`config.mk`:
```
export PLATFORM = sky130hd
export DESIGN_NAME = escaped_crc16_frame_builder_flat
export DESIGN_NICKNAME = d
export VERILOG_FILES = /design/src/rtl/core/ecfb_pkg.sv /design/src/rtl/core/ecfb_if.sv /design/src/rtl/core/ecfb_front.sv /design/src/rtl/core/ecfb_queue.sv /design/src/rtl/core/ecfb_back.sv /design/src/rtl/core/escaped_crc16_frame_builder.sv /design/src/flat_wrapper.sv
export SDC_FILE = /design/constraint.sdc
export NUM_CORES = 1
export LEC_CHECK = 0
export ABC_AREA = 1
export BUFFER_PORTS_ARGS = -buffer_cell sky130_fd_sc_hd__clkbuf_2
export CAP_MARGIN = 40
export CORE_ASPECT_RATIO = 0.7
export CORE_MARGIN = 1.5
export CORE_UTILIZATION = 30
export DETAILED_ROUTE_END_ITERATION = 8
export PLACE_DENSITY = 0.57
export RECOVER_POWER = 100
export SLEW_MARGIN = 25
export SYNTH_ARGS = -nofsm -noshare
export SYNTH_HDL_FRONTEND = slang
export SYNTH_SLANG_ARGS = --single-unit
```
`constraint.sdc`:
```
create_clock -name clock -period 10.1 [get_ports clock]
set_input_delay 0 -clock clock [delete_from_list [all_inputs] [get_ports clock]]
set_output_delay 0 -clock clock [all_outputs]
set_load 0.02 [all_outputs]
```
`src/rtl/core/ecfb_pkg.sv`:
```
`timescale 1ns / 1ps
// Shared constants and types for the escaped CRC-16 frame builder.
// Depends on nothing; the front, queue, back and top-level files and the bench import it.
package ecfb_pkg;

   // Frame layout.
   localparam int PREAMBLE_BYTES = 8;
   localparam int PRE_CNT_W      = $clog2(PREAMBLE_BYTES + 1);
   localparam int BODY_BYTES     = 19;
   localparam int BODY_IDX_W     = 5;

   localparam logic [7:0]  PREAMBLE_VALUE = 8'hA5;
   localparam logic [7:0]  END_VALUE      = 8'h5A;
   localparam logic [15:0] FRAME_LEN_BASE = 16'd5;

   // Escape codes of the wire format and the CRC-16/ARC polynomial.
   localparam logic [7:0]  ESC_LEAD_A = 8'hA6;
   localparam logic [7:0]  ESC_LEAD_B = 8'h5B;
   localparam logic [7:0]  ESC_ONE    = 8'h01;
   localparam logic [7:0]  ESC_TWO    = 8'h02;
   localparam logic [15:0] ARC_POLY   = 16'hA001;

   // Register indexes.
   localparam logic [7:0] CSR_DST_ADDRESS      = 8'd0;
   localparam logic [7:0] CSR_SRC_ADDRESS      = 8'd1;
   localparam logic [7:0] CSR_DEVICE_TYPE      = 8'd2;
   localparam logic [7:0] CSR_PROTOCOL_VERSION = 8'd3;

   // Request kinds.
   localparam logic KIND_START   = 1'b0;
   localparam logic KIND_PAYLOAD = 1'b1;

   // Command queue between front and back.
   localparam int QUEUE_DEPTH = 4;
   localparam int QPTR_W      = $clog2(QUEUE_DEPTH);
   localparam int QCNT_W      = $clog2(QUEUE_DEPTH + 1);

   // One unit of work for the back end: a frame opening or one payload byte.
   typedef struct packed {
      logic        is_start;
      logic        last;
      logic [7:0]  command_group;
      logic [7:0]  command_code;
      logic [7:0]  response_flag;
      logic [7:0]  option_first;
      logic [7:0]  option_second;
      logic [15:0] frame_len;
      logic [7:0]  payload_byte;
   } job_type;

   typedef struct packed {
      logic empty;
      logic full;
   } queue_status_type;

   // Header fields held in configuration registers.
   typedef struct packed {
      logic [15:0] dst_address;
      logic [15:0] src_address;
      logic [7:0]  device_type;
      logic [7:0]  protocol_version;
   } header_cfg_type;

   typedef enum logic [2:0] {
      ST_IDLE,
      ST_PREAMBLE,
      ST_BODY,
      ST_CRC_LO,
      ST_CRC_HI,
      ST_END
   } back_state_type;

endpackage

```
`src/rtl/core/ecfb_if.sv`:
```
`timescale 1ns / 1ps
// Channel interfaces of the frame builder: request, response and register write.
// Stand-alone; widths follow the request and result fields of the block.
interface ecfb_req_if;
   logic        valid;
   logic        ready;
   logic        kind;
   logic [7:0]  command_group;
   logic [7:0]  command_code;
   logic [7:0]  response_flag;
   logic [7:0]  option_first;
   logic [7:0]  option_second;
   logic [15:0] payload_length;
   logic [7:0]  payload_byte;

   modport source (output valid, kind, command_group, command_code, response_flag,
                   option_first, option_second, payload_length, payload_byte,
                   input ready);
   modport sink   (input valid, kind, command_group, command_code, response_flag,
                   option_first, option_second, payload_length, payload_byte,
                   output ready);
endinterface

interface ecfb_rsp_if;
   logic       valid;
   logic       ready;
   logic [7:0] out_byte;
   logic       frame_done;

   modport source (output valid, out_byte, frame_done, input ready);
   modport sink   (input valid, out_byte, frame_done, output ready);
endinterface

interface ecfb_csr_if;
   logic        valid;
   logic        ready;
   logic [7:0]  index;
   logic [15:0] data;

   modport source (output valid, index, data, input ready);
   modport sink   (input valid, index, data, output ready);
endinterface

```
`src/rtl/core/ecfb_front.sv`:
```
`timescale 1ns / 1ps
// Front end: takes requests and register writes, tracks the open frame and
// queues jobs for the back end. Depends on ecfb_pkg and ecfb_if.
module ecfb_front
   import ecfb_pkg::*;
(
   input  logic             clock,
   input  logic             reset,
   ecfb_req_if.sink         req_bus,
   ecfb_csr_if.sink         csr_bus,
   input  queue_status_type q_status,
   output logic             push,
   output job_type          push_job,
   output header_cfg_type   header_cfg
);

   header_cfg_type cfg_ff, cfg_in;
   logic           open_ff, open_in;
   logic [15:0]    remain_ff, remain_in;
   logic           accept, start_ok, payload_ok;

   // Register writes are always taken.
   assign csr_bus.ready = 1'b1;

   always_comb begin
      cfg_in = cfg_ff;
      if (csr_bus.valid) begin
         case (csr_bus.index)
            CSR_DST_ADDRESS:      cfg_in.dst_address      = csr_bus.data;
            CSR_SRC_ADDRESS:      cfg_in.src_address      = csr_bus.data;
            CSR_DEVICE_TYPE:      cfg_in.device_type      = csr_bus.data[7:0];
            CSR_PROTOCOL_VERSION: cfg_in.protocol_version = csr_bus.data[7:0];
            default:              cfg_in = cfg_ff;
         endcase
      end
   end

   assign header_cfg = cfg_ff;

   // A request is taken whenever the queue has room; out-of-order ones are dropped.
   assign req_bus.ready = !q_status.full;
   assign accept        = req_bus.valid && req_bus.ready;
   assign start_ok      = accept && (req_bus.kind == KIND_START) && !open_ff;
   assign payload_ok    = accept && (req_bus.kind == KIND_PAYLOAD) && open_ff;
   assign push          = start_ok || payload_ok;

   // Build the job for the back end.
   always_comb begin
      push_job.is_start      = start_ok;
      push_job.last          = start_ok ? (req_bus.payload_length == 16'd0)
                                        : (remain_ff == 16'd1);
      push_job.command_group = req_bus.command_group;
      push_job.command_code  = req_bus.command_code;
      push_job.response_flag = req_bus.response_flag;
      push_job.option_first  = req_bus.option_first;
      push_job.option_second = req_bus.option_second;
      push_job.frame_len     = req_bus.payload_length + FRAME_LEN_BASE;
      push_job.payload_byte  = req_bus.payload_byte;
   end

   // Frame tracking: the frame closes with its last payload byte.
   always_comb begin
      open_in   = open_ff;
      remain_in = remain_ff;
      if (start_ok) begin
         open_in   = (req_bus.payload_length != 16'd0);
         remain_in = req_bus.payload_length;
      end else if (payload_ok) begin
         open_in   = (remain_ff != 16'd1);
         remain_in = remain_ff - 16'd1;
      end
   end

   always_ff @(posedge clock) begin
      if (reset) begin
         open_ff                 <= 1'b0;
         remain_ff               <= 16'd0;
         cfg_ff.dst_address      <= 16'd1;
         cfg_ff.src_address      <= 16'h8000;
         cfg_ff.device_type      <= 8'hFE;
         cfg_ff.protocol_version <= 8'd2;
      end else begin
         open_ff   <= open_in;
         remain_ff <= remain_in;
         cfg_ff    <= cfg_in;
      end
   end

   // An open frame always expects at least one more payload byte.
   assert property (@(posedge clock) disable iff (reset) open_ff |-> (remain_ff != 16'd0))
      else $error("open frame with no payload left");

   // Nothing is queued when the queue is full.
   assert property (@(posedge clock) disable iff (reset) push |-> !q_status.full)
      else $error("job pushed into a full queue");

endmodule

```
`src/rtl/core/ecfb_queue.sv`:
```
`timescale 1ns / 1ps
// Short job queue between the front and back ends of the frame builder.
// Depends on ecfb_pkg.
module ecfb_queue
   import ecfb_pkg::*;
(
   input  logic             clock,
   input  logic             reset,
   input  logic             push,
   input  job_type          push_job,
   input  logic             pop,
   output job_type          head,
   output queue_status_type status
);

   job_type             slot_ff [QUEUE_DEPTH];
   logic [QPTR_W-1:0]   wr_ptr_ff, rd_ptr_ff;
   logic [QCNT_W-1:0]   count_ff, count_in;

   assign status.empty = (count_ff == QCNT_W'(0));
   assign status.full  = (count_ff == QCNT_W'(QUEUE_DEPTH));
   assign head         = slot_ff[rd_ptr_ff];

   always_comb begin
      count_in = count_ff;
      if (push && !pop) begin
         count_in = count_ff + QCNT_W'(1);
      end else if (pop && !push) begin
         count_in = count_ff - QCNT_W'(1);
      end
   end

   // Job storage needs no reset.
   always_ff @(posedge clock) begin
      if (push) begin
         slot_ff[wr_ptr_ff] <= push_job;
      end
   end

   always_ff @(posedge clock) begin
      if (reset) begin
         wr_ptr_ff <= '0;
         rd_ptr_ff <= '0;
         count_ff  <= '0;
      end else begin
         if (push) begin
            wr_ptr_ff <= wr_ptr_ff + QPTR_W'(1);
         end
         if (pop) begin
            rd_ptr_ff <= rd_ptr_ff + QPTR_W'(1);
         end
         count_ff <= count_in;
      end
   end

   // The back end only takes a job that is there.
   assert property (@(posedge clock) disable iff (reset) pop |-> !status.empty)
      else $error("pop from an empty queue");

endmodule

```
`src/rtl/core/ecfb_back.sv`:
```
`timescale 1ns / 1ps
// Back end: sequences preamble, header, command, payload, CRC and end marker,
// escapes body bytes and drives the response register. Depends on ecfb_pkg, ecfb_if.
module ecfb_back
   import ecfb_pkg::*;
(
   input  logic             clock,
   input  logic             reset,
   input  job_type          head,
   input  queue_status_type q_status,
   input  header_cfg_type   header_cfg,
   output logic             pop,
   ecfb_rsp_if.source       rsp_bus
);

   // One byte of CRC-16/ARC, reflected polynomial, eight shift steps.
   function automatic logic [15:0] crc_arc_byte(input logic [15:0] crc, input logic [7:0] b);
      logic [15:0] c;
      c = crc ^ {8'h00, b};
      for (int k = 0; k < 8; k++) begin
         c = c[0] ? ((c >> 1) ^ ARC_POLY) : (c >> 1);
      end
      return c;
   endfunction

   function automatic logic needs_escape(input logic [7:0] b);
      return (b == PREAMBLE_VALUE) || (b == ESC_LEAD_A) || (b == END_VALUE) ||
             (b == ESC_LEAD_B);
   endfunction

   function automatic logic [7:0] escape_first(input logic [7:0] b);
      return ((b == PREAMBLE_VALUE) || (b == ESC_LEAD_A)) ? ESC_LEAD_A : ESC_LEAD_B;
   endfunction

   function automatic logic [7:0] escape_second(input logic [7:0] b);
      return ((b == PREAMBLE_VALUE) || (b == END_VALUE)) ? ESC_TWO : ESC_ONE;
   endfunction

   back_state_type        state_ff, state_in;
   job_type               cur_ff, cur_in;
   logic [15:0]           crc_ff, crc_in;
   logic [PRE_CNT_W-1:0]  pre_cnt_ff, pre_cnt_in;
   logic [BODY_IDX_W-1:0] body_idx_ff, body_idx_in;
   logic                  pending_ff, pending_in;
   logic [7:0]            second_ff, second_in;
   logic                  rsp_valid_ff, rsp_valid_in;
   logic [7:0]            rsp_byte_ff, rsp_byte_in;
   logic                  rsp_end_ff, rsp_end_in;

   logic                  advance;
   logic                  emit_valid, emit_raw, emit_end, feed_crc;
   logic [7:0]            emit_byte, body_byte;

   // Header and command bytes of the current frame, in wire order.
   always_comb begin
      case (body_idx_ff) inside
         5'd0:          body_byte = header_cfg.dst_address[7:0];
         5'd1:          body_byte = header_cfg.dst_address[15:8];
         5'd2:          body_byte = header_cfg.src_address[7:0];
         5'd3:          body_byte = header_cfg.src_address[15:8];
         [5'd4:5'd9]:   body_byte = 8'h00;
         5'd10:         body_byte = header_cfg.device_type;
         5'd11:         body_byte = header_cfg.protocol_version;
         5'd12:         body_byte = cur_ff.frame_len[7:0];
         5'd13:         body_byte = cur_ff.frame_len[15:8];
         5'd14:         body_byte = cur_ff.command_group;
         5'd15:         body_byte = cur_ff.command_code;
         5'd16:         body_byte = cur_ff.response_flag;
         5'd17:         body_byte = cur_ff.option_first;
         5'd18:         body_byte = cur_ff.option_second;
         default:       body_byte = 8'h00;
      endcase
   end

   // The output register moves on when empty or when its byte is taken.
   assign advance = !rsp_valid_ff || rsp_bus.ready;

   // Sequencer: next state, byte choice and CRC update.
   always_comb begin
      state_in     = state_ff;
      cur_in       = cur_ff;
      crc_in       = crc_ff;
      pre_cnt_in   = pre_cnt_ff;
      body_idx_in  = body_idx_ff;
      pending_in   = pending_ff;
      second_in    = second_ff;
      rsp_valid_in = rsp_valid_ff && !rsp_bus.ready;
      rsp_byte_in  = rsp_byte_ff;
      rsp_end_in   = rsp_end_ff;
      pop          = 1'b0;
      emit_valid   = 1'b0;
      emit_raw     = 1'b0;
      emit_end     = 1'b0;
      feed_crc     = 1'b0;
      emit_byte    = 8'h00;

      if (advance) begin
         if (pending_ff) begin
            // Second byte of an escape pair.
            emit_valid = 1'b1;
            emit_raw   = 1'b1;
            emit_byte  = second_ff;
            pending_in = 1'b0;
         end else begin
            unique case (state_ff)
               ST_IDLE: begin
                  if (!q_status.empty) begin
                     pop        = 1'b1;
                     cur_in     = head;
                     emit_valid = 1'b1;
                     if (head.is_start) begin
                        emit_raw    = 1'b1;
                        emit_byte   = PREAMBLE_VALUE;
                        crc_in      = 16'h0000;
                        pre_cnt_in  = PRE_CNT_W'(1);
                        body_idx_in = '0;
                        state_in    = (PREAMBLE_BYTES == 1) ? ST_BODY : ST_PREAMBLE;
                     end else begin
                        emit_byte = head.payload_byte;
                        feed_crc  = 1'b1;
                        state_in  = head.last ? ST_CRC_LO : ST_IDLE;
                     end
                  end
               end
               ST_PREAMBLE: begin
                  emit_valid = 1'b1;
                  emit_raw   = 1'b1;
                  emit_byte  = PREAMBLE_VALUE;
                  pre_cnt_in = pre_cnt_ff + PRE_CNT_W'(1);
                  if (pre_cnt_ff == PRE_CNT_W'(PREAMBLE_BYTES - 1)) begin
                     state_in = ST_BODY;
                  end
               end
               ST_BODY: begin
                  emit_valid  = 1'b1;
                  emit_byte   = body_byte;
                  feed_crc    = 1'b1;
                  body_idx_in = body_idx_ff + BODY_IDX_W'(1);
                  if (body_idx_ff == BODY_IDX_W'(BODY_BYTES - 1)) begin
                     state_in = cur_ff.last ? ST_CRC_LO : ST_IDLE;
                  end
               end
               ST_CRC_LO: begin
                  emit_valid = 1'b1;
                  emit_byte  = crc_ff[7:0];
                  state_in   = ST_CRC_HI;
               end
               ST_CRC_HI: begin
                  emit_valid = 1'b1;
                  emit_byte  = crc_ff[15:8];
                  state_in   = ST_END;
               end
               ST_END: begin
                  emit_valid = 1'b1;
                  emit_raw   = 1'b1;
                  emit_end   = 1'b1;
                  emit_byte  = END_VALUE;
                  crc_in     = 16'h0000;
                  state_in   = ST_IDLE;
               end
               default: begin
                  state_in = ST_IDLE;
               end
            endcase
         end

         // Load the response register, splitting escaped bytes into two.
         if (emit_valid) begin
            rsp_valid_in = 1'b1;
            rsp_end_in   = emit_end;
            if (!emit_raw && needs_escape(emit_byte)) begin
               rsp_byte_in = escape_first(emit_byte);
               pending_in  = 1'b1;
               second_in   = escape_second(emit_byte);
            end else begin
               rsp_byte_in = emit_byte;
            end
         end
         if (feed_crc) begin
            crc_in = crc_arc_byte(crc_ff, emit_byte);
         end
      end
   end

   always_ff @(posedge clock) begin
      if (reset) begin
         state_ff     <= ST_IDLE;
         crc_ff       <= 16'h0000;
         pre_cnt_ff   <= '0;
         body_idx_ff  <= '0;
         pending_ff   <= 1'b0;
         rsp_valid_ff <= 1'b0;
      end else begin
         state_ff     <= state_in;
         crc_ff       <= crc_in;
         pre_cnt_ff   <= pre_cnt_in;
         body_idx_ff  <= body_idx_in;
         pending_ff   <= pending_in;
         rsp_valid_ff <= rsp_valid_in;
      end
   end

   // Payload registers.
   always_ff @(posedge clock) begin
      cur_ff      <= cur_in;
      second_ff   <= second_in;
      rsp_byte_ff <= rsp_byte_in;
      rsp_end_ff  <= rsp_end_in;
   end

   assign rsp_bus.valid      = rsp_valid_ff;
   assign rsp_bus.out_byte   = rsp_byte_ff;
   assign rsp_bus.frame_done = rsp_end_ff;

   // A pending escape byte always follows a first byte still on the port.
   assert property (@(posedge clock) disable iff (reset) pending_ff |-> rsp_valid_ff)
      else $error("escape byte pending without a shown first byte");

   // The end flag only marks the end marker.
   assert property (@(posedge clock) disable iff (reset)
                    (rsp_valid_ff && rsp_end_ff) |-> (rsp_byte_ff == END_VALUE))
      else $error("frame end flag on a byte other than the end marker");

endmodule

```
`src/rtl/core/escaped_crc16_frame_builder.sv`:
```
`timescale 1ns / 1ps
// Top level of the escaped CRC-16 frame builder: front end, job queue, back end.
// Depends on ecfb_pkg, ecfb_if, ecfb_front, ecfb_queue and ecfb_back.
//
// The block turns start and payload requests into a byte-stuffed wire stream
// with a CRC-16/ARC check, one wire byte per cycle on the response channel
// while the receiver is ready. A start request gives 8 preamble bytes and 19
// header and command bytes, each body byte going out as two wire bytes when it
// is escaped; a payload request gives one or two bytes, and the last one of a
// frame adds two to four CRC bytes and the end marker. The output rate is set
// by the back-end byte sequencer; requests are taken one per cycle while the
// four-entry job queue has room. Requests out of order (payload with no open
// frame, start while one is open) are taken and dropped.
// Register writes are always taken and must be made while no frame is in flight.
module escaped_crc16_frame_builder
   import ecfb_pkg::*;
(
   input  logic         clock,
   input  logic         reset,
   ecfb_req_if.sink     req_bus,
   ecfb_rsp_if.source   rsp_bus,
   ecfb_csr_if.sink     csr_bus
);

   queue_status_type q_status;
   header_cfg_type   header_cfg;
   job_type          push_job, head;
   logic             push, pop;

   // Front end: request decode and frame tracking.
   ecfb_front u_front (
      .clock      (clock),
      .reset      (reset),
      .req_bus    (req_bus),
      .csr_bus    (csr_bus),
      .q_status   (q_status),
      .push       (push),
      .push_job   (push_job),
      .header_cfg (header_cfg)
   );

   // Job queue.
   ecfb_queue u_queue (
      .clock    (clock),
      .reset    (reset),
      .push     (push),
      .push_job (push_job),
      .pop      (pop),
      .head     (head),
      .status   (q_status)
   );

   // Back end: byte sequencer, escaping and CRC.
   ecfb_back u_back (
      .clock      (clock),
      .reset      (reset),
      .head       (head),
      .q_status   (q_status),
      .header_cfg (header_cfg),
      .pop        (pop),
      .rsp_bus    (rsp_bus)
   );

endmodule

```
`src/flat_wrapper.sv`:
```
// flat-port wrapper written by rule: the top's interface ports become plain ports
module escaped_crc16_frame_builder_flat import ecfb_pkg::*;
  (clock, reset, req_bus_valid, req_bus_kind, req_bus_command_group, req_bus_command_code, req_bus_response_flag, req_bus_option_first, req_bus_option_second, req_bus_payload_length, req_bus_payload_byte, req_bus_ready, rsp_bus_valid, rsp_bus_out_byte, rsp_bus_frame_done, rsp_bus_ready, csr_bus_valid, csr_bus_index, csr_bus_data, csr_bus_ready);
  ecfb_req_if req_bus_i ();
  ecfb_rsp_if rsp_bus_i ();
  ecfb_csr_if csr_bus_i ();
  input  logic clock;
  input  logic reset;
  input wire logic [$bits(req_bus_i.valid)-1:0] req_bus_valid;
  input wire logic [$bits(req_bus_i.kind)-1:0] req_bus_kind;
  input wire logic [$bits(req_bus_i.command_group)-1:0] req_bus_command_group;
  input wire logic [$bits(req_bus_i.command_code)-1:0] req_bus_command_code;
  input wire logic [$bits(req_bus_i.response_flag)-1:0] req_bus_response_flag;
  input wire logic [$bits(req_bus_i.option_first)-1:0] req_bus_option_first;
  input wire logic [$bits(req_bus_i.option_second)-1:0] req_bus_option_second;
  input wire logic [$bits(req_bus_i.payload_length)-1:0] req_bus_payload_length;
  input wire logic [$bits(req_bus_i.payload_byte)-1:0] req_bus_payload_byte;
  output wire logic [$bits(req_bus_i.ready)-1:0] req_bus_ready;
  output wire logic [$bits(rsp_bus_i.valid)-1:0] rsp_bus_valid;
  output wire logic [$bits(rsp_bus_i.out_byte)-1:0] rsp_bus_out_byte;
  output wire logic [$bits(rsp_bus_i.frame_done)-1:0] rsp_bus_frame_done;
  input wire logic [$bits(rsp_bus_i.ready)-1:0] rsp_bus_ready;
  input wire logic [$bits(csr_bus_i.valid)-1:0] csr_bus_valid;
  input wire logic [$bits(csr_bus_i.index)-1:0] csr_bus_index;
  input wire logic [$bits(csr_bus_i.data)-1:0] csr_bus_data;
  output wire logic [$bits(csr_bus_i.ready)-1:0] csr_bus_ready;
  assign req_bus_i.valid = req_bus_valid;
  assign req_bus_i.kind = req_bus_kind;
  assign req_bus_i.command_group = req_bus_command_group;
  assign req_bus_i.command_code = req_bus_command_code;
  assign req_bus_i.response_flag = req_bus_response_flag;
  assign req_bus_i.option_first = req_bus_option_first;
  assign req_bus_i.option_second = req_bus_option_second;
  assign req_bus_i.payload_length = req_bus_payload_length;
  assign req_bus_i.payload_byte = req_bus_payload_byte;
  assign req_bus_ready = req_bus_i.ready;
  assign rsp_bus_valid = rsp_bus_i.valid;
  assign rsp_bus_out_byte = rsp_bus_i.out_byte;
  assign rsp_bus_frame_done = rsp_bus_i.frame_done;
  assign rsp_bus_i.ready = rsp_bus_ready;
  assign csr_bus_i.valid = csr_bus_valid;
  assign csr_bus_i.index = csr_bus_index;
  assign csr_bus_i.data = csr_bus_data;
  assign csr_bus_ready = csr_bus_i.ready;
  escaped_crc16_frame_builder u_core (.clock(clock), .reset(reset), .req_bus(req_bus_i), .rsp_bus(rsp_bus_i), .csr_bus(csr_bus_i));
endmodule
```
# Word level (Yosys, flattened, before mapping)
# Memories as Yosys holds them, arrays and structs flattened. A register that Yosys moved wholly into a read port is not among the register bits.
# Index checks and enable logic that the tools add are counted.
# word_totals
word_cells	211
n_memories	1
inputBits	94
out_inout_bits	12
ram_bits	264
mem_bits_ro	0
register_bits	176
latch_bits	0
# memory_table
memory	depth	word_bits	rd	rd_ports_with_merged_regs	write_ports	line	source
u_core.u_queue.slot_ff	4	66	1	1	1	ecfb_queue.sv:16	job_type slot_ff [QUEUE_DEPTH];
# op_classes
addsub	8
div_mod_pow	0
reduce_logical	47
shift	0
mul	0
bitwise_logic	12
muxes	81
order_cmp	2
n_eq_ne	35
# op_table
cell	count
$mux 16	14
$mux 8	20
$pmux 8 s6	1
$pmux 16 s2	1
$eq 5x4->1 const B	6
$mux 1	24
$not 2->3	8
$reduce_and 5->1	4
$add 16x3->16 const B	1
$eq 16x1->1 const B	1
$eq 8x2->1 const B	2
$eq 8x7->1 const B	2
$eq 8x8->1 const B	2
$logic_not 16->1	1
$ne 16x1->1 const B	1
$reduce_bool 16->1	1
$sub 16x1->16 const B	1
$xor 16x8->16	1
$eq 5x5->1 const B	3
$mux 3	5
$pmux 3 s5	1
$mux 2	6
$eq 5x2->1 const B	2
$logic_and 1x1->1	10
other kinds (34)	67

# Longest topological paths before layout
# Gate-level depths: netlist of the first run.
# logic_depth
depth_word	36
ltp_mapped	38
ltp_nobuf	37

# By module
# Synthesis of the first run repeated with hierarchy kept, for this count alone.
# hier_totals
cells_unflattened	2023
hier_area_um2	20360.8
# modules_own_cells
module	area_per_inst_um2	instances	cells_each	seq_area_each_um2
ecfb_queue	10826.6	1	696	8107.8
ecfb_back	5841.9	1	780	2642.5
ecfb_front	3692.3	1	547	1301.2

# Least setup slack after synthesis of the first run
# Ideal clock, no wire load.
# synth_path
path_type	reg-to-reg
startpoint	register u_core.u_back.state_ff[1]
endpoint	register u_core.u_queue.count_ff[1]
t_required_ps	9984
setup_time_ps	116
n_path_buf	0
setup_slack_ps	5445
t_arrival_ps	4540
period_less_slack_ps	4655
path_stages_with_launch	14
cell_sequence	dfxtp_1 -> nor2_1 -> inv_1 -> nor2_1 -> inv_1 -> nor2_1 -> inv_1 -> nor2_1 -> inv_1 -> ha_1 -> inv_1 -> fa_1 -> o21ai_0 -> nor2_1
# synth_between
elab_chain_cells	7
word_cells_on_any_way	9
cone_classes	mux: 4; reduce/logical: 5
# synth_rtl
element	line	source
from (decl)	ecfb_back.sv:39	back_state_type state_ff, state_in;
from (signal assigned)	ecfb_back.sv:194	state_ff <= state_in;
$logic_not 3->1	ecfb_back.sv:105	unique case (state_ff)
$mux 1	ecfb_back.sv:105	
$mux 1	ecfb_back.sv:98	if (pending_ff) begin
$mux 1	ecfb_back.sv:97	if (advance) begin
$logic_not 1->1	ecfb_queue.sv:26	if (push && !pop) begin
$logic_and 1x1->1	ecfb_queue.sv:26	
$mux 3	ecfb_queue.sv:26	
net u_core.u_queue.count_in[1]	ecfb_queue.sv:18	logic [QCNT_W-1:0] count_ff, count_in;
to (signal assigned)	ecfb_queue.sv:52	count_ff <= count_in;
to (decl)	ecfb_queue.sv:18	
# The timed path passes the listed nets, and every way through them passes these cells.
# A chain may end at the register's enable or synchronous reset.

# Worst setup path after layout of the first run
# layout_path
startpoint	register u_core.u_queue.count_ff[0]
endpoint	memory u_core.u_queue.slot_ff[2][39] (netlist name), enable pin
# layout_between
elab_chain_cells	8
word_cells_on_any_way	10
cone_classes	eq/ne: 1; mux: 2; reduce/logical: 7
# layout_rtl
element	line	source
$eq 3x3->1 *	ecfb_queue.sv:21	assign status.full = (count_ff == QCNT_W'(QUEUE_DEPTH));
$logic_not 1->1 *	ecfb_front.sv:41	assign req_bus.ready = !q_status.full;
$logic_and 1x1->1 *	ecfb_front.sv:42	assign accept = req_bus.valid && req_bus.ready;
$logic_and 1x1->1, on equally long branches (2 in series)	ecfb_front.sv:43, ecfb_front.sv:44	
$logic_or 1x1->1 *	ecfb_front.sv:45	assign push = start_ok || payload_ok;
$mux 1 *	ecfb_queue.sv:35	if (push) begin
$mux 1 (not written as such) *	ecfb_queue.sv:36	slot_ff[wr_ptr_ff] <= push_job;
to (decl)	ecfb_queue.sv:16	
# Mark *: on every way between the ends. The rest lies on a longest branch, timed or not.

==> PnR_summary.wiki, run 1 <==
{| class="wikitable"
! Metric !! Value
|-
| Failing checks || design-rule violations, max-capacitance violations, max-slew violations
|-
| Clk_lat worst skew || 0.58 ns
|-
| Register-to-register setup slack || 3.38 ns
|-
| Starting utilization of the core area || 30.46%
|-
| Worst flop-to-flop path endpoint || u_core.u_queue.slot_ff[2][39]$_DFFE_PP_
|-
| Synthesized netlist net count || 1982
|-
| Share of total power in sequential cells || 44.5%
|-
| First-pass GRT wire length || 77110 um
|-
| Total DRC errors in the routed layout || 14
|-
| Layout cells sized above 1 || ~7.0%
|-
| Fill cell total of the finished layout || between 6000 and 7000
|-
| Iteration-0 DRC count of the detailed router || 1107
|-
| Cts bufs inserted || 45
|-
| Cells after synthesis || 1872
|-
| Post-Layout Cell Count || between 2000 and 3000
|-
| Highest net fanout along the worst path || 47
|-
| Mapped Avg Cell Area || 10.04 um^2
|-
| Crit path capture type || flip-flop
|-
| Via count of the first global-routing pass || ~13000
|-
| Worst supply voltage drop on vdd || 0.1415 mV
|-
| Antenna violations before repair || 7
|-
| Kind of cell adding the most delay to the critical path || buffers and inverters
|-
| Worst setup SP type || flip-flop
|-
| Final period utilization || 66.54%
|-
| Most used flip-flop cell after synthesis || edfxtp_1
|-
| Synthesized flop and latch total || between 400 and 500
|-
| Routed WL || approximately 50000 um
|-
| Placed instance count || 2729
|-
| Least-Margin Pin Slew || 3.321 ns
|-
| Number of buffers between clock root and the deepest sink || 3
|-
| Outcome || complete, but fails checks
|-
| Cell variety after synth || 49
|-
| Number of enable-type register cells in the synthesized netlist || 332
|-
| Minimum clock period || 6.720 ns
|-
| Power density cells || 248.6 nW/um^2
|-
| Register clock-pin slew on the reported worst setup and hold paths || 0.06 ns
|-
| Buffer count from post-CTS setup fixing || 0
|-
| Final net count || around 2200
|-
| Area growth from synthesis to final layout || 18.86%
|-
| Leakage power total || 8.297 nW
|-
| Total number of placement rows || 76
|-
| Total congestion overflow after global routing || 0
|-
| Net load switching power || 0.001916 W
|-
| Setup total negative slack || 0 ns
|-
| TritonCTS clock tree || yes
|-
| Synth warnings || 0
|-
| CTS Root Cell || clkbuf_16
|-
| Maximum number of pins on one net before global-route repair || 77
|-
| Share of flip-flops with an asynchronous set or reset || 0%
|-
| Standard cell area after detailed placement || about 20000 um^2
|-
| Class of the tightest hold or removal check || in -> reg
|-
| Highest-delay cell along the critical path || clkbuf_1
|-
| Maximum capacitance violations || 13
|-
| Proportion of power drawn by combinational gates || 27.4%
|-
| Max Slew Vio Count || 519
|-
| Worst clock skew || approximately 0.026 ns
|-
| Syn Std Cell Area || 18800 um^2
|-
| Slowest Stage Delay on Critical Path || 2.46 ns
|-
| Total half-perimeter wirelength after legalization and detailed placement || between 30000 and 40000 um
|-
| Arrival time of the worst setup path || 6.81 ns
|-
| Internal power summed over all cells || 0.003638 W
|-
| Core region area || 61710 um^2
|-
| Critical path depth || 9
|-
| Total via count after detailed routing || 13960
|-
| Cell depth of the worst flop-to-flop path || 9
|-
| Final count of negative-setup-slack endpoints || 0
|-
| Required time at the worst-slack endpoint || between 10 and 15 ns
|-
| Input/output buffers || between 100 and 150
|-
| Class of the most critical setup path || reg -> reg
|-
| Core Util, Final || 36.21%
|-
| Number of antenna-violating nets in the routed design || 0
|-
| Origin of the worst setup path || u_core.u_queue.count_ff[0]$_SDFFE_PP0P_
|-
| Die area || 64200 um^2
|-
| Timing-limited maximum frequency || 148.8 MHz
|-
| Most frequent cell on the critical path || nand2_1
|-
| Count of buffer and inverter cells on the critical path || 3
|-
| Overall routing resource usage || 15.56%
|-
| Router iterations before antenna repair || 8
|-
| Clock power frac || 28.1%
|-
| Vias per Instance || 4.795
|-
| Max-Slew Margin vs Limit || -121.4%
|-
| Endpoint of the most critical setup path || u_core.u_queue.slot_ff[2][39]$_DFFE_PP_
|-
| Chip Height || 212.4 um
|-
| Number of H-tree levels || 2
|-
| Chain of cells forming the critical path || nor2_1, a21boi_0, nand2_1, dlygate4sd3_1, nand2_1, nand2_1, clkbuf_1, nor2_1, clkbuf_1
|-
| Wire length per cell after detailed routing || approximately 17 um
|-
| Routability congestion estimate || 0.8950
|-
| Setup repair after global routing missed its margin || no
|-
| Switching power as a share of total power || approximately a third
|-
| Number of placed I/O pins || 106
|-
| Horizontal die dimension || approximately 300 um
|-
| Final-report hold violation count || 0
|-
| Clock Sinks || 436
|-
| Cell area after layout || ~22000 um^2
|-
| Startpoint of the worst register-to-register path || u_core.u_queue.count_ff[0]$_SDFFE_PP0P_
|-
| Register area share after synthesis || between 60% and 70%
|}
==> cells by family after synthesis <==
logic type | Yosys count | share of synthesized area (%)
fa+ha+maj | 16 | 1.105
buf+inv | 267 | 5.491
simple gates | 687 | 15.47
flops | 436 | 64.11
other cells | 1 | 0.01995
compound gates | 448 | 13.01
xor+xnor | 17 | 0.7921
==> power by group through the flow <==
stage          Clock, W  Sequential, W  Combinational (W)
2_1_floorplan         0        0.00245            0.00102
3_3_place_gp          0        0.00251            0.00146
3_5_place_dp          0        0.00252            0.00149
4_1_cts         0.00160        0.00248            0.00153
5_1_grt         0.00167        0.00250            0.00172
6_report        0.00156        0.00247            0.00152
==> how the worst min path moves through the flow <==
stage,from,end,depth (start not counted),slack (ns)
after floorplan,req_bus_payload_byte[0],u_core.u_queue.slot_ff[0][0]$_DFFE_PP_,0,0.1
after global placement,req_bus_option_first[7],u_core.u_queue.slot_ff[3][39]$_DFFE_PP_,1,0.22
after detailed placement,req_bus_payload_byte[5],u_core.u_queue.slot_ff[2][5]$_DFFE_PP_,1,0.22
after CTS,csr_bus_valid,u_core.u_front.header_cfg[43]$_SDFFE_PP0P_,5,0.06
after global routing,csr_bus_valid,u_core.u_front.header_cfg[42]$_SDFFE_PP0P_,5,0.18
final,csr_bus_valid,u_core.u_front.header_cfg[44]$_SDFFE_PP0P_,5,0.10
==> stage by stage <==
step / worst slack [ns] / power, W / hold WS (ns)
floorplan: 5.445 / 0.003472 / 0.09887
global placement: 5.915 / 0.003971 / 0.2162
detailed placement: 5.794 / 0.004006 / 0.2227
CTS: 5.740 / 0.005611 / 0.06088
global route: 2.836 / 0.005889 / 0.1786
finish: 3.380 / 0.005554 / 0.1009
==> routing by layer <==
metal | share of wire, % | routed length, um | up-vias | track usage (%)
li1 | - | - | 6843 | -
met3 | 6.5 | 3254 | 54 | 2.912
met5 | 0.048 | 24 | - | 0
met1 | 50 | 24820 | 6676 | 23.11
met4 | 1.5 | 773 | 4 | 3.793
met2 | 42 | 21250 | 380 | 23.23
==> tightest hold or removal path: stages <==
cell and delay (ns):
clkbuf_2 0.09, inv_1 0.05, nor2_1 0.06, nand2_1 0.31
a21oi_1 0.12
==> what timing repair did <==
item,CTS,global route
hold buffers,96,0
gates resized for setup,0,0
hold endpoints to repair,333,0
==> synthesized netlist by cell type, types with 20 or more instances <==
cell type  number  area share [%]
a21oi_1        95             2.5
clkbuf_1       69             1.4
dfxtp_1       104              11
edfxtp_1      332              53
inv_1         176             3.5
nand2_1       321             6.4
nand3_1        66             1.8
nor2_1        221             4.4
nor3_1         24            0.64
o211ai_1       20            0.80
o21ai_0       236             6.3
o22ai_1        65             2.2
==> placed cells by master (no fill, tap or decap), drive strengths merged, types with 12 or more instances in the layout <==
| cell | instances |
|---|---|
| nand2 | 335 |
| edfxtp | 332 |
| o21ai | 243 |
| nor2 | 225 |
| inv | 180 |
| clkbuf | 178 |
| dfxtp | 104 |
| dlygate4sd3 | 96 |
| a21oi | 95 |
| nand3 | 73 |
| o22ai | 65 |
| nor3 | 24 |
| o211ai | 20 |
| clkinv | 17 |
| xor2 | 15 |
| ha | 15 |
| or2 | 12 |
==> final cells by class <==
type	instances	area [um^2]	area share (%)
inverter	185	695.7	3.113
clock buffer	61	1206	5.398
multi-input combinational	1169	5700	25.51
tap	819	1025	4.586
sequential	436	12050	53.94
antenna	4	10.01	0.04480
timing repair buffer	219	1511	6.764
clock inverter	18	143.9	0.6439
==> flip-flops by register name (all words and copies together) (netlist names), named ones only <==
name,flops
u_core.u_back.crc_ff,16
u_core.u_back.state_ff,3
u_core.u_back.rsp_bus.valid,1
u_core.u_queue.slot_ff,264
u_core.u_back.pending_ff,1
u_core.u_back.rsp_bus.frame_done,1
u_core.u_back.cur_ff,57
u_core.u_queue.rd_ptr_ff,2
u_core.u_queue.wr_ptr_ff,2
u_core.u_back.pre_cnt_ff,4
u_core.u_front.open_ff,1
u_core.u_queue.count_ff,3
u_core.u_back.rsp_bus.out_byte,8
u_core.u_back.second_ff,2
u_core.u_front.header_cfg,48
u_core.u_front.remain_ff,16
u_core.u_back.body_idx_ff,5
Note: power is estimated with default switching activity, not from simulation.
==> run 2, diff against run 1 <==
--- a/config.mk
+++ b/config.mk
@@ -12,7 +12,7 @@
 export CORE_MARGIN = 1.5
 export CORE_UTILIZATION = 30
 export DETAILED_ROUTE_END_ITERATION = 8
-export PLACE_DENSITY = 0.57
+export PLACE_DENSITY = 0.59
 export RECOVER_POWER = 100
 export SLEW_MARGIN = 25
 export SYNTH_ARGS = -nofsm -noshare
==> constraint.sdc (replaced) <==
create_clock -name clock -period 5.9 [get_ports clock]
set_input_delay 0 -clock clock [delete_from_list [all_inputs] [get_ports clock]]
set_output_delay 0 -clock clock [all_outputs]
set_load 0.02 [all_outputs]
==> run 2 against run 1 <==
Compared with the run above:
- the run still ends with design-rule violations, max-capacitance violations, max-slew violations left
- critical path depth increased by 1
- sequential power is 71% higher
- register-to-register slack lost 2.4 ns
- sequential share of layout area decreased by 0.66 points
- non-clock buffer count rose by 1
==> PnR_summary.wiki, run 2 (same netlist as run 1, synthesis figures left out) <==
{| class="wikitable"
! Metric !! Value
|-
| Outcome || complete, but fails checks
|-
| Failing checks || design-rule violations, max-capacitance violations, max-slew violations
|-
| Most frequent standard cell in the layout excluding fill and tap cells || edfxtp_1
|-
| Setup total negative slack || 0 ns (unchanged)
|-
| Total via count after detailed routing || 13950 (-0.043%)
|-
| Chip Height || 212.4 um (unchanged)
|-
| Worst supply voltage drop on vdd || 0.2024 mV (+43%)
|-
| Share of total power in sequential cells || 42.8% (-1.7 points)
|-
| Iteration-0 DRC count of the detailed router || 1293 (+17%)
|-
| Crit path capture type || flip-flop
|-
| Clock power frac || 31.2% (+3.1 points)
|-
| Highest net fanout along the worst path || 35 (-26%)
|-
| Class of the most critical setup path || reg -> reg
|-
| Slowest Stage Delay on Critical Path || 1.46 ns (-1.00 ns)
|-
| Count of buffer and inverter cells on the critical path || 4 (+1)
|-
| Number of buffers between clock root and the deepest sink || 3 (unchanged)
|-
| Horizontal die dimension || 302.2 um (unchanged)
|-
| Overall routing resource usage || 15.25% (-0.30 points)
|-
| Max reg flops || 264 (unchanged)
|-
| Kind of cell adding the most delay to the critical path || buffers and inverters
|-
| Final count of negative-setup-slack endpoints || 0 (unchanged)
|-
| Internal power summed over all cells || 0.006540 W (+80%)
|-
| Final worst-path setup slack || 0.9931 ns (-2.387 ns)
|-
| Setup repair after global routing missed its margin || no
|-
| Core region area || 61710 um^2 (unchanged)
|-
| Vias per Instance || 4.791 (about the same)
|-
| Final period utilization || 83.17% (+17 points)
|-
| Power density cells || 435.1 nW/um^2 (+75%)
|-
| Minimum clock period || 4.907 ns (-1.813 ns)
|-
| Input/output buffers || 104 (unchanged)
|-
| Router iterations before antenna repair || 7 (-1)
|-
| Total half-perimeter wirelength after legalization and detailed placement || 31620 um (-4.4%)
|-
| Register clock-pin slew on the reported worst setup and hold paths || 0.07 ns (about the same)
|-
| Clk_lat worst skew || 0.58 ns (about the same)
|-
| Placed instance count || 2729 (unchanged)
|-
| Via count of the first global-routing pass || 13500 (+1.9%)
|-
| Net load switching power || 0.003305 W (+73%)
|-
| Total congestion overflow after global routing || 0 (unchanged)
|-
| Class of the tightest hold or removal check || in -> reg
|-
| Clock Sinks || 436 (unchanged)
|-
| Proportion of power drawn by combinational gates || 26.0% (-1.4 points)
|-
| Final-report hold violation count || 0 (unchanged)
|-
| Routed WL || 48500 um (-3.2%)
|-
| Timing-limited maximum frequency || 203.8 MHz (+37%)
|-
| Layout cells sized above 1 || 7.891% (+0.90 points)
|-
| Antenna violations before repair || 4 (-3)
|-
| First-pass GRT wire length || 76100 um (-1.3%)
|-
| Area growth from synthesis to final layout || 20.37%
|-
| Starting utilization of the core area || 30.46% (unchanged)
|-
| Total number of placement rows || 76 (unchanged)
|-
| Fill cell total of the finished layout || 6104 (+0.61%)
|-
| Number of antenna-violating nets in the routed design || 0 (unchanged)
|-
| Cts bufs inserted || 44 (-2.2%)
|-
| Setup slack at placement || 1.668 ns (-4.125 ns)
|-
| Number of H-tree levels || 2 (unchanged)
|-
| Worst setup SP type || flip-flop
|-
| Final net count || 2166 (unchanged)
|-
| Most frequent cell on the critical path || nand2_1
|-
| Max-Slew Margin vs Limit || -77.16% (+44 points)
|-
| Number of placed I/O pins || 106 (unchanged)
|-
| Core Util, Final || 36.67% (+0.46 points)
|-
| Arrival time of the worst setup path || 5.12 ns (-1.69 ns)
|-
| Leakage power total || 8.444 nW (+1.8%)
|-
| CTS Root Cell || clkbuf_16
|-
| Post-Layout Cell Count || 2912 (+0.034%)
|-
| Die area || 64200 um^2 (unchanged)
|-
| Least-Margin Pin Slew || 2.657 ns (-0.6638 ns)
|-
| Buffer count from post-CTS setup fixing || 0 (unchanged)
|-
| Routability congestion estimate || 0.9408 (+5.1%)
|-
| Total DRC errors in the routed layout || 12 (-2)
|-
| Switching power as a share of total power || 33.57% (-0.92 points)
|-
| Required time at the worst-slack endpoint || 6.11 ns (-4.08 ns)
|-
| Max Slew Vio Count || 271 (-48%)
|-
| Wire length per cell after detailed routing || 16.65 um (-3.3%)
|-
| Maximum number of pins on one net before global-route repair || 75 (-2.6%)
|-
| Maximum capacitance violations || 8 (-5)
|-
| TritonCTS clock tree || yes
|-
| Highest-delay cell along the critical path || clkbuf_1
|-
| Worst clock skew || 0.02187 ns (-0.004254 ns)
|-
| Chain of cells forming the critical path || nor2_1, a21boi_0, nand2_1, dlygate4sd3_1, nand2_1, nand2_1, clkbuf_1, nor2_1, clkbuf_1, buf_4
|-
| Commonest cells after routing, fill and taps aside || edfxtp_1 (332), nand2_1 (325), o21ai_0 (237), nor2_1 (220), inv_1 (175)
|-
| Register bank with the most flops || u_core.u_queue.slot_ff
|}
-- run 2: worst paths after layout --
path,to,slack [ns],start,cells past startpoint
setup / recovery,u_core.u_queue.slot_ff[3][35]$_DFFE_PP_,0.99,u_core.u_queue.count_ff[0]$_SDFFE_PP0P_,10
hold / removal,u_core.u_front.header_cfg[42]$_SDFFE_PP0P_,0.10,csr_bus_index[5],5
setup reg to reg,u_core.u_queue.slot_ff[3][35]$_DFFE_PP_,0.99,u_core.u_queue.count_ff[0]$_SDFFE_PP0P_,10
hold reg to reg,u_core.u_queue.rd_ptr_ff[1]$_SDFFE_PP0P_,0.48,u_core.u_queue.rd_ptr_ff[1]$_SDFFE_PP0P_,2
-- run 2: timing repair --
action,CTS,global route
hold endpoints to repair,336,0
resized for setup,0,0
hold buffers,97,0
-- run 2: worst min-delay path: cells and delay by family --
kind                   cells  cell delay (ns)
and+or+nand+nor            3             0.44
AOI/OAI and AO/OA          1             0.12
buffers and inverters      1             0.07
-- run 2: routing by layer --
metal,part of all wire (%),GRT usage [%]
met1,50,22.39
met2,43,23.01
met3,6.0,3.147
met4,1.6,3.397
met5,0.056,0
-- run 2: through the flow --
step / cell area [um^2] / total power (W) / hold slack [ns]
2_1_floorplan: 18800 / 0.005944 / 0.09887
3_3_place_gp: 20210 / 0.006755 / 0.2159
3_5_place_dp: 20220 / 0.006789 / 0.2205
4_1_cts: 22770 / 0.009934 / 0.05765
5_1_grt: 22630 / 0.01039 / 0.1522
6_report: 22630 / 0.009846 / 0.1014
-- run 2: area by class of cell --
cell class / instances / area [um^2] / share of cell area [%]
Antenna cell: 2 / 5.005 / 0.02212
Clock buffer: 48 / 1137 / 5.026
Clock inverter: 33 / 445.4 / 1.968
Inverter: 185 / 695.7 / 3.074
Multi-Input combinational cell: 1169 / 5708 / 25.23
Sequential cell: 436 / 12060 / 53.28
Tap cell: 819 / 1025 / 4.529
Timing Repair Buffer: 220 / 1555 / 6.873
-- run 2: power by group through the flow --
stage                     sequential [W]  clock, W  combinational (W)
after floorplan                  0.00420         0            0.00174
after global placement           0.00426         0            0.00250
after detailed placement         0.00426         0            0.00252
after CTS                        0.00420   0.00313            0.00260
after global routing             0.00427   0.00326            0.00287
final                            0.00422   0.00307            0.00256
==> run 3, diff against run 2 <==
--- a/config.mk
+++ b/config.mk
@@ -12,7 +12,7 @@
 export CORE_MARGIN = 1.5
 export CORE_UTILIZATION = 30
 export DETAILED_ROUTE_END_ITERATION = 8
-export PLACE_DENSITY = 0.59
+export PLACE_DENSITY = 0.57
 export RECOVER_POWER = 100
 export SLEW_MARGIN = 25
 export SYNTH_ARGS = -nofsm -noshare
==> constraint.sdc (replaced) <==
create_clock -name clock -period 4.8 [get_ports clock]
set_input_delay 0 -clock clock [delete_from_list [all_inputs] [get_ports clock]]
set_output_delay 0 -clock clock [all_outputs]
set_load 0.02 [all_outputs]
==> run 3 against run 2 <==
Compared with the run above:
- the flow still finishes with violations (design-rule violations, max-capacitance violations, max-slew violations)
- maximum frequency grew 12%
- largest power group unchanged
- worst setup slack got worse by 0.57 ns
- cell count about the same
- flip-flop and latch count unchanged
- highest routed layer unchanged
- die area unchanged
- final area decreased by 0.43%
- sequential power increased by 22%
- non-clock buffer count fell by 1
- critical path type unchanged
==> PnR_summary.wiki, run 3 (same netlist as run 1, synthesis figures left out) <==
{| class="wikitable"
! Metric !! Value
|-
| Max reg flops || 264 (unchanged)
|-
| Total congestion overflow after global routing || 0 (unchanged)
|-
| Area growth from synthesis to final layout || 19.85%
|-
| Buffer count from post-CTS setup fixing || 0 (unchanged)
|-
| Total number of placement rows || 76 (unchanged)
|-
| Chip Height || 212.4 um (unchanged)
|-
| Class of the tightest hold or removal check || in -> reg
|-
| Met3 wire len || 3297 um (+14%)
|-
| Crit path capture type || flip-flop
|-
| Overall routing resource usage || 14.99% (-0.26 points)
|-
| Total via count after detailed routing || 13860 (-0.69%)
|-
| Maximum capacitance violations || 2 (-6)
|-
| Starting utilization of the core area || 30.46% (unchanged)
|-
| Class of the most critical setup path || reg -> reg
|-
| Register clock-pin slew on the reported worst setup and hold paths || 0.06 ns (about the same)
|-
| Setup repair after global routing missed its margin || no
|-
| Endpoint of the most critical setup path || u_core.u_back.pending_ff$_SDFFE_PP0N_
|-
| Worst flop-to-flop path endpoint || u_core.u_back.pending_ff$_SDFFE_PP0N_
|-
| First-pass GRT wire length || 74820 um (-1.7%)
|-
| Power density cells || 527.7 nW/um^2 (+21%)
|-
| Leakage power total || 8.425 nW (-0.22%)
|-
| Antenna violations before repair || 4 (unchanged)
|-
| Die area || 64200 um^2 (unchanged)
|-
| Minimum clock period || 4.376 ns (-0.5307 ns)
|-
| Commonest cells after routing, fill and taps aside || edfxtp_1 (332), nand2_1 (327), o21ai_0 (239), nor2_1 (221), inv_1 (174)
|-
| Highest routed layer || met5
|-
| Least-Margin Pin Slew || 2.241 ns (-0.4168 ns)
|-
| Final net count || 2166 (unchanged)
|-
| Most frequent cell on the critical path || nand2_1
|-
| Worst setup SP type || flip-flop
|-
| Met2 routed WL || 20190 um (-2.6%)
|-
| Cell depth of the worst flop-to-flop path || 26 (+16)
|-
| Max-Slew Margin vs Limit || -49.38% (+28 points)
|-
| Hold WS || 0.06055 ns (-0.04086 ns)
|-
| Slowest Stage Delay on Critical Path || 0.75 ns (-0.71 ns)
|-
| Final period utilization || 91.17% (+8.0 points)
|-
| Number of antenna-violating nets in the routed design || 0 (unchanged)
|-
| Total half-perimeter wirelength after legalization and detailed placement || 31750 um (+0.40%)
|-
| Via count of the first global-routing pass || 13290 (-1.6%)
|-
| Clock Sinks || 436 (unchanged)
|-
| Clk_lat worst skew || 0.58 ns (about the same)
|-
| Final count of negative-setup-slack endpoints || 0 (unchanged)
|-
| Layout cells sized above 1 || 7.696% (-0.19 points)
|-
| Number of buffers between clock root and the deepest sink || 3 (unchanged)
|-
| Final-report hold violation count || 0 (unchanged)
|-
| Arrival time of the worst setup path || 4.89 ns (-0.23 ns)
|-
| Startpoint of the worst register-to-register path || u_core.u_back.body_idx_ff[4]$_SDFFE_PP0P_
|-
| Number of H-tree levels || 2 (unchanged)
|-
| Fill cell total of the finished layout || 6109 (+0.082%)
|-
| Iteration-0 DRC count of the detailed router || 1024 (-21%)
|-
| Most frequent standard cell in the layout excluding fill and tap cells || edfxtp_1
|-
| Input/output buffers || 104 (unchanged)
|-
| Number of placed I/O pins || 106 (unchanged)
|-
| Routability congestion estimate || 0.9149 (-2.8%)
|-
| Highest net fanout along the worst path || 14 (-60%)
|-
| Max Slew Vio Count || 81 (-70%)
|-
| Kind of cell adding the most delay to the critical path || simple AND/OR/NAND/NOR gates
|-
| Router iterations before antenna repair || 7 (unchanged)
|-
| Failing checks || design-rule violations, max-capacitance violations, max-slew violations
|-
| Maximum number of pins on one net before global-route repair || 89 (+19%)
|-
| Cts bufs inserted || 45 (+2.3%)
|-
| Worst supply voltage drop on vdd || 0.2440 mV (+21%)
|-
| Vias per Instance || 4.755 (-0.76%)
|-
| TritonCTS clock tree || yes
|-
| Highest-delay cell along the critical path || dfxtp_1
|-
| Wire length per cell after detailed routing || 16.51 um (-0.87%)
|-
| CTS Root Cell || clkbuf_16
|-
| Total DRC errors in the routed layout || 14 (+2)
|-
| Setup total negative slack || 0 ns (unchanged)
|-
| Outcome || complete, but fails checks
|-
| Routed WL || 48110 um (-0.80%)
|-
| Worst clock skew || 0.02025 ns (-0.001624 ns)
|-
| Horizontal die dimension || 302.2 um (unchanged)
|-
| Register-to-register setup slack || 0.42 ns (-0.57 ns)
|-
| Timing-limited maximum frequency || 228.5 MHz (+12%)
|-
| Origin of the worst setup path || u_core.u_back.body_idx_ff[4]$_SDFFE_PP0P_
|-
| Count of buffer and inverter cells on the critical path || 4 (unchanged)
|-
| Required time at the worst-slack endpoint || 5.32 ns (-0.79 ns)
|-
| Register bank with the most flops || u_core.u_queue.slot_ff
|-
| Critical path depth || 26 (+16)
|-
| Core region area || 61710 um^2 (unchanged)
|-
| Met1 Routed Length || 23820 um (-0.99%)
|}
-- run 3: through the flow --
stage / area (um^2) / total power [W] / setup slack, ns / std cells / util (%)
final: 22530 / 0.01189 / 0.4238 / 2914 / 36.51
after global routing: 22520 / 0.01262 / 0.06669 / 2911 / 36.50
after CTS: 22710 / 0.01205 / 0.5090 / 2910 / 36.80
after detailed placement: 20240 / 0.008396 / 0.8888 / 2731 / 32.79
after global placement: 20240 / 0.008330 / 0.9531 / 2731 / 32.79
after floorplan: 18800 / 0.007306 / 0.1446 / 1872 / -
-- run 3: what timing repair did --
item                                   in CTS  in global routing
endpoints found under the hold margin     345                  0
hold buffers                               96                  0
resized for setup                           0                  0
-- run 3: tightest hold or removal path: cells and delay by family --
kind	cells	cell delay, ns
and+or+nand+nor	2	0.37
buffers and inverters	1	0.09
AOI/OAI and AO/OA	1	0.12
-- run 3: how the worst min path moves through the flow --
stage	startpoint	endpoint	slack, ns	depth (start not counted)
floorplan	req_bus_payload_byte[0]	u_core.u_queue.slot_ff[0][0]$_DFFE_PP_	0.1	0
global placement	req_bus_payload_byte[1]	u_core.u_queue.slot_ff[3][1]$_DFFE_PP_	0.22	1
detailed placement	req_bus_command_group[4]	u_core.u_queue.slot_ff[0][60]$_DFFE_PP_	0.22	1
CTS	csr_bus_index[0]	u_core.u_front.header_cfg[43]$_SDFFE_PP0P_	0.03	4
global route	csr_bus_index[0]	u_core.u_front.header_cfg[43]$_SDFFE_PP0P_	0.12	4
finish	csr_bus_index[0]	u_core.u_front.header_cfg[44]$_SDFFE_PP0P_	0.06	4
-- run 3: metal layers --
layer | up-vias | GRT usage (%)
met4 | 2 | 3.310
li1 | 6846 | -
met1 | 6596 | 21.92
met5 | - | 0
met3 | 59 | 3.525
met2 | 352 | 22.39
-- run 3: final cells by class --
| type | instances | area, um^2 | area share (%) |
|---|---|---|---|
| clock inverter | 25 | 256.5 | 1.138 |
| multi-input combinational | 1169 | 5695 | 25.28 |
| timing repair buffer | 219 | 1538 | 6.825 |
| antenna | 3 | 7.507 | 0.03332 |
| tap | 819 | 1025 | 4.548 |
| inverter | 185 | 695.7 | 3.088 |
| clock buffer | 58 | 1257 | 5.581 |
| sequential | 436 | 12060 | 53.51 |
-- run 3: power by group --
group	internal (W)	switching [W]	total [W]
sequential	0.00488	0.000271	0.00515
combinational	0.000893	0.00229	0.00318
clock	0.00212	0.00144	0.00356
total	0.00789	0.00400	0.0119
